File: src/rtl/core/cdq_pkg.sv
// cdq_pkg: command and status codes, request and response structs and cell
// control types for the circular deque with search
// no dependencies
`timescale 1ns / 1ps

package cdq_pkg;

    localparam int DEPTH_DEFAULT = 256;

    localparam logic [2:0] CMD_PUSH_FRONT = 3'd0;
    localparam logic [2:0] CMD_PUSH_BACK  = 3'd1;
    localparam logic [2:0] CMD_POP_FRONT  = 3'd2;
    localparam logic [2:0] CMD_POP_BACK   = 3'd3;
    localparam logic [2:0] CMD_SEARCH     = 3'd4;

    localparam logic [1:0] ST_OK        = 2'd0;
    localparam logic [1:0] ST_EMPTY     = 2'd1;
    localparam logic [1:0] ST_FULL      = 2'd2;
    localparam logic [1:0] ST_NOT_FOUND = 2'd3;

    typedef struct packed {
        logic [2:0]         command;
        logic signed [31:0] value;
    } cdq_req_t;

    typedef struct packed {
        logic signed [31:0] result_value;
        logic [8:0]         position;
        logic [1:0]         status;
        logic               is_empty;
        logic [8:0]         occupancy;
    } cdq_rsp_t;

    typedef enum logic [2:0] {
        CELL_HOLD = 3'd0,
        CELL_SHR  = 3'd1,
        CELL_SHL  = 3'd2,
        CELL_ROT  = 3'd3,
        CELL_LOAD = 3'd4
    } cdq_cell_op_t;

    typedef struct packed {
        cdq_cell_op_t op;
        logic [31:0]  value;
    } cdq_cell_ctrl_t;

endpackage

File: src/rtl/core/cdq_cell.sv
// cdq_cell: one entry of the deque chain, shifts with its neighbors,
// takes part in the region rotation and loads at the back slot
// depends on cdq_pkg
`timescale 1ns / 1ps

module cdq_cell
    import cdq_pkg::*;
#(
    parameter int DEPTH = DEPTH_DEFAULT,
    parameter int IDX   = 0,
    localparam int CW   = $clog2(DEPTH + 1)
) (
    input  logic           aclk,
    input  cdq_cell_ctrl_t ctrl,
    input  logic [CW-1:0]  cnt,
    input  logic [CW-1:0]  last,
    input  logic [31:0]    left_data,
    input  logic [31:0]    right_data,
    input  logic [31:0]    wrap_data,
    output logic [31:0]    data_out
);

    logic [31:0] data_reg;
    logic [31:0] data_next;
    logic        is_last;
    logic        is_tail;

    assign is_last = (last == CW'(IDX));
    assign is_tail = (cnt == CW'(IDX));

    always_comb begin
        data_next = data_reg;
        unique case (ctrl.op)
            CELL_HOLD: data_next = data_reg;
            CELL_SHR:  data_next = left_data;
            CELL_SHL:  data_next = right_data;
            CELL_ROT:  data_next = is_last ? wrap_data : right_data;
            CELL_LOAD: data_next = is_tail ? ctrl.value : data_reg;
            default:   data_next = data_reg;
        endcase
    end

    always_ff @(posedge aclk) begin
        data_reg <= data_next;
    end

    assign data_out = data_reg;

endmodule

File: config.mk
export PLATFORM = sky130hd
export DESIGN_NAME = cdq_cell
export DESIGN_NICKNAME = d
export VERILOG_FILES = /design/src/rtl/core/cdq_pkg.sv /design/src/rtl/core/cdq_cell.sv
export SDC_FILE = /design/constraint.sdc
export NUM_CORES = 1
export LEC_CHECK = 0
export BUFFER_PORTS_ARGS = -buffer_cell sky130_fd_sc_hd__buf_2
export CAP_MARGIN = 20
export CORE_MARGIN = 2
export CORE_UTILIZATION = 36
export CTS_CLUSTER_DIAMETER = 120
export DETAILED_ROUTE_END_ITERATION = 10
export MAX_ROUTING_LAYER = met4
export PLACE_DENSITY = 0.89
export SYNTH_ARGS = -nofsm -noshare
export SYNTH_HDL_FRONTEND = slang
export SYNTH_SLANG_ARGS = --single-unit
File: constraint.sdc
create_clock -name aclk -period 4.05 [get_ports aclk]
set_input_delay 1.215 -clock aclk [delete_from_list [all_inputs] [get_ports aclk]]
set_output_delay 1.215 -clock aclk [all_outputs]
set_load 0.1 [all_outputs]
==> metrics list <==
- Part of the total power dissipated in combinational logic: between 40% and 50%
* Hold Startpoint: left_data[3]
* Fraction of final layout cells sized beyond drive strength 1: between 60 and 70%
- Maximum number of pins on one net before global-route repair: 34
- After synthesis, the cell types taking the most area are sky130_fd_sc_hd__edfxtp_1 (42%), sky130_fd_sc_hd__mux2_4 (20%), sky130_fd_sc_hd__a221o_1 (14%), sky130_fd_sc_hd__a22oi_1 (10%), sky130_fd_sc_hd__nor2_1 (5.5%).
- Number of search-and-repair iterations in the first detailed-routing pass: 4
* Std-Cell Core Area: between 6000 and 7000 um2
- In this run switching power makes up ~42% of total power.
* Fin crit period: between 2 and 3 ns
* Height of the die: ~84 um
- Buffer levels on the longest clock path: 2
- STA puts the critical path data arrival time at ~2.8 ns.
- Average detailed-routed wire length per instance: around 16 um
* Global Route Usage Sum: between 20% and 30%
- Effective utilization at floorplan: 36.77%
- The critical path goes through buf_2, nor4_2, nand3_2, buf_4, mux2_4, a221o_1.
- Required time of the worst setup path: 4.08 ns
* Unrepaired setup endpoints after global routing: false
- Counting both buffers and inverters, the worst setup path holds a total of 2.
- Worst slack on hold paths: about 1.2 ns
- Cells resized by post-CTS repair: 0
- CTS tree: yes
- After legalization and detailed placement, the total HPWL measured 5372 um.
- After detailed routing, the total wire length is around 7300 um.
- Die footprint: 7069 um2
- Number of buffers created by CTS: 5
- The average instance in the mapped netlist occupies around 12 um2.
- Number of cells on the critical path: 6
- Post-synthesis instance area: ~2300 um2
* Layout net count: around 520
- Crit Path Class: in -> reg
- Post-synthesis to final-layout area growth: 44.99%
* P per Cell Area: approximately 340 nW/um2
- Count leader, synth: sky130_fd_sc_hd__nor2_1
- Internal Power: 663.0 uW
- The first global-routing pass estimated between 10000 and 15000 um of wire.
- Crit path largest cell delay: 0.37 ns
- Start point of the critical path: last[2]
- Routability-driven placement finished with a final weighted congestion of ~0.82.
- Number of instances in the synthesized netlist: 196
* Sequential cell fraction of total power: between 30% and 40%
* Number of rows in the core area: 29
- Remaining global-route overflow: 0
- Gate family responsible for the most delay along the worst path: simple AND/OR/NAND/NOR gates
- For this design, the sink count on the clock tree is 32.
* Antenna-violating nets left: 0
* Quantity of hold-fixing buffers added after cts: 0
- Worst Hold Class: in -> reg
- The run finished with clean final reports.
- VDD IR max: around 210 uV
- Startpoint type of the worst setup path: input port
* Endpoint of the worst setup timing path: data_out[30]
* Drt drc: 0
- Synthesis produced a netlist with a net count of ~350.
* Maximum clock frequency: 359.8 MHz
- Flip-flop count of the largest register, all copies and words added: 32
- Yosys cell types: 18
- Final critical-path share of the clock period: ~69%
- Area of combinational cells with multiple inputs: 1261 um2
* Ratio of routed vias to standard cells: ~5.5
- For the pin with the worst max-slew slack, the measured transition is roughly 1.1 ns.
* Total number of yosys warnings: 0
- Flip-flop and latch count after synthesis: 32
- Power dissipated by switching net loads: between 400 and 500 uW
* Sum Neg Setup Slack: 0 ns
- Vias in the first global route: around 2500
* Cell taking the most area after synthesis: sky130_fd_sc_hd__edfxtp_1
- Most instantiated flip-flop cell in the synthesis netlist: sky130_fd_sc_hd__edfxtp_1
- Along the worst path, the maximum fanout reaches 32.
- Share of the synthesized area in the top cell type: 41.63%
* Reported leakage power: between 1.5 and 2 nW
- Sequential share of the synthesized area: between 40% and 50%
* Final count of hold timing violations: 0
- The clock network is responsible for between 20 and 25% of the overall power.
* Count of input and output buffers: 181
* Max-cap violations: 0
* Top post-synthesis cells by count: sky130_fd_sc_hd__nor2_1 (34), sky130_fd_sc_hd__a221o_1 (32), sky130_fd_sc_hd__a22oi_1 (32), sky130_fd_sc_hd__edfxtp_1 (32), sky130_fd_sc_hd__mux2_4 (30)
- The sequential cells in the finished layout cover a total of ~960 um2.
- The H-tree generated during clock tree synthesis spans 2 levels.
- In this run, the number of DRC markers left after iteration 0 of detailed routing was approximately 110.
- The number of setup buffers added after CTS is 0.
- STA classifies the critical path endpoint as a flop.
* Top-Level Pins: around 180
- Measured against its own limit, the worst slew margin works out to between 20% and 30%.
* Clock-pin slew on the worst setup and hold paths: roughly 0.070 ns
* Number of slew-limit violations in the final report: 0
- Cell with the largest stage delay on the worst path: sky130_fd_sc_hd__mux2_4
- Number of failing setup endpoints in the final timing report: 0
- The filler cells instantiated in the layout total between 500 and 600.
* Number of enable-type register cells in the synthesized netlist: 32
- Share of synthesized flip-flops with an asynchronous set or reset: 0%
- The repair_antennas step left the layout with diodes totalling 0.
- The number of antenna violations at the first check in global routing came to 0.
- Detailed routing inserted a total of 2449 vias.
- CTS root buffer: sky130_fd_sc_hd__clkbuf_8
- Die extent in x: about 84 um
stage by stage:
step	utilization (%)	area [um2]	instances	total power, mW	setup WS [ns]
after global routing	53.32	3347	445	1.186	1.217
final	53.32	3347	445	1.135	1.271
after global placement	52.08	3269	438	0.9050	1.102
after floorplan	-	2308	196	0.7818	0.6568
after detailed placement	52.08	3269	438	0.9127	0.9596
after CTS	53.32	3347	445	1.145	1.257
logic make-up after synthesis:
logic type / Yosys count / synth area share [%]
multiplexers: 32 / 20.49
AO/OA/AOI/OAI: 66 / 24.72
AND/OR/NAND/NOR: 44 / 8.564
flip-flops: 32 / 41.63
buffers and inverters: 22 / 4.607
area by class of cell:
type                    instances  share of cell area, %
clock inverters                 1                 0.1495
repair buffers                187                  28.41
well taps                      77                  2.879
flip-flops and latches         32                  28.71
multi-input cells             142                  37.68
clock buffers                   6                  2.168
power groups by stage:
stage | logic [mW] | registers [mW] | clock network (mW)
2_1_floorplan | 0.106 | 0.676 | 0
3_3_place_gp | 0.482 | 0.423 | 0
3_5_place_dp | 0.488 | 0.424 | 0
4_1_cts | 0.489 | 0.418 | 0.239
5_1_grt | 0.511 | 0.421 | 0.254
6_report | 0.488 | 0.417 | 0.230
cells in the final DEF (no fill, tap or decap):
cell                       count
sky130_fd_sc_hd__a22oi_1      32
sky130_fd_sc_hd__o21ai_4       1
sky130_fd_sc_hd__nor4_2        1
sky130_fd_sc_hd__buf_4         6
sky130_fd_sc_hd__mux2_4       30
sky130_fd_sc_hd__a221o_1      32
sky130_fd_sc_hd__clkbuf_1      1
sky130_fd_sc_hd__edfxtp_1     32
sky130_fd_sc_hd__and2_1        1
sky130_fd_sc_hd__mux2_2        2
sky130_fd_sc_hd__buf_2       181
sky130_fd_sc_hd__nor2b_2       2
sky130_fd_sc_hd__nand4_1       1
sky130_fd_sc_hd__clkinv_2      1
sky130_fd_sc_hd__nor2_1       34
sky130_fd_sc_hd__nand3_2       1
sky130_fd_sc_hd__or4_1         1
sky130_fd_sc_hd__clkbuf_8      5
sky130_fd_sc_hd__nor3_1        3
sky130_fd_sc_hd__a21oi_2       1
metal layers:
layer	vias up	routed length (um)	share of wire, %	GRT usage [%]
met1	1129	2661	37	22.10
met3	11	647	8.9	4.154
met2	163	3844	53	38.10
li1	1146	-	-	-
met4	0	119	1.6	6.305
met5	-	0	0	-
worst min-delay path by stage:
stage              endpoint  slack [ns]  cells past startpoint
2_1_floorplan  data_out[18]        1.43                      1
3_3_place_gp    data_out[7]        1.52                      2
3_5_place_dp   data_out[16]        1.52                      2
4_1_cts        data_out[11]        1.22                      2
5_1_grt        data_out[22]        1.22                      2
6_report        data_out[3]        1.23                      2
Note: power is estimated with default switching activity, not from simulation.
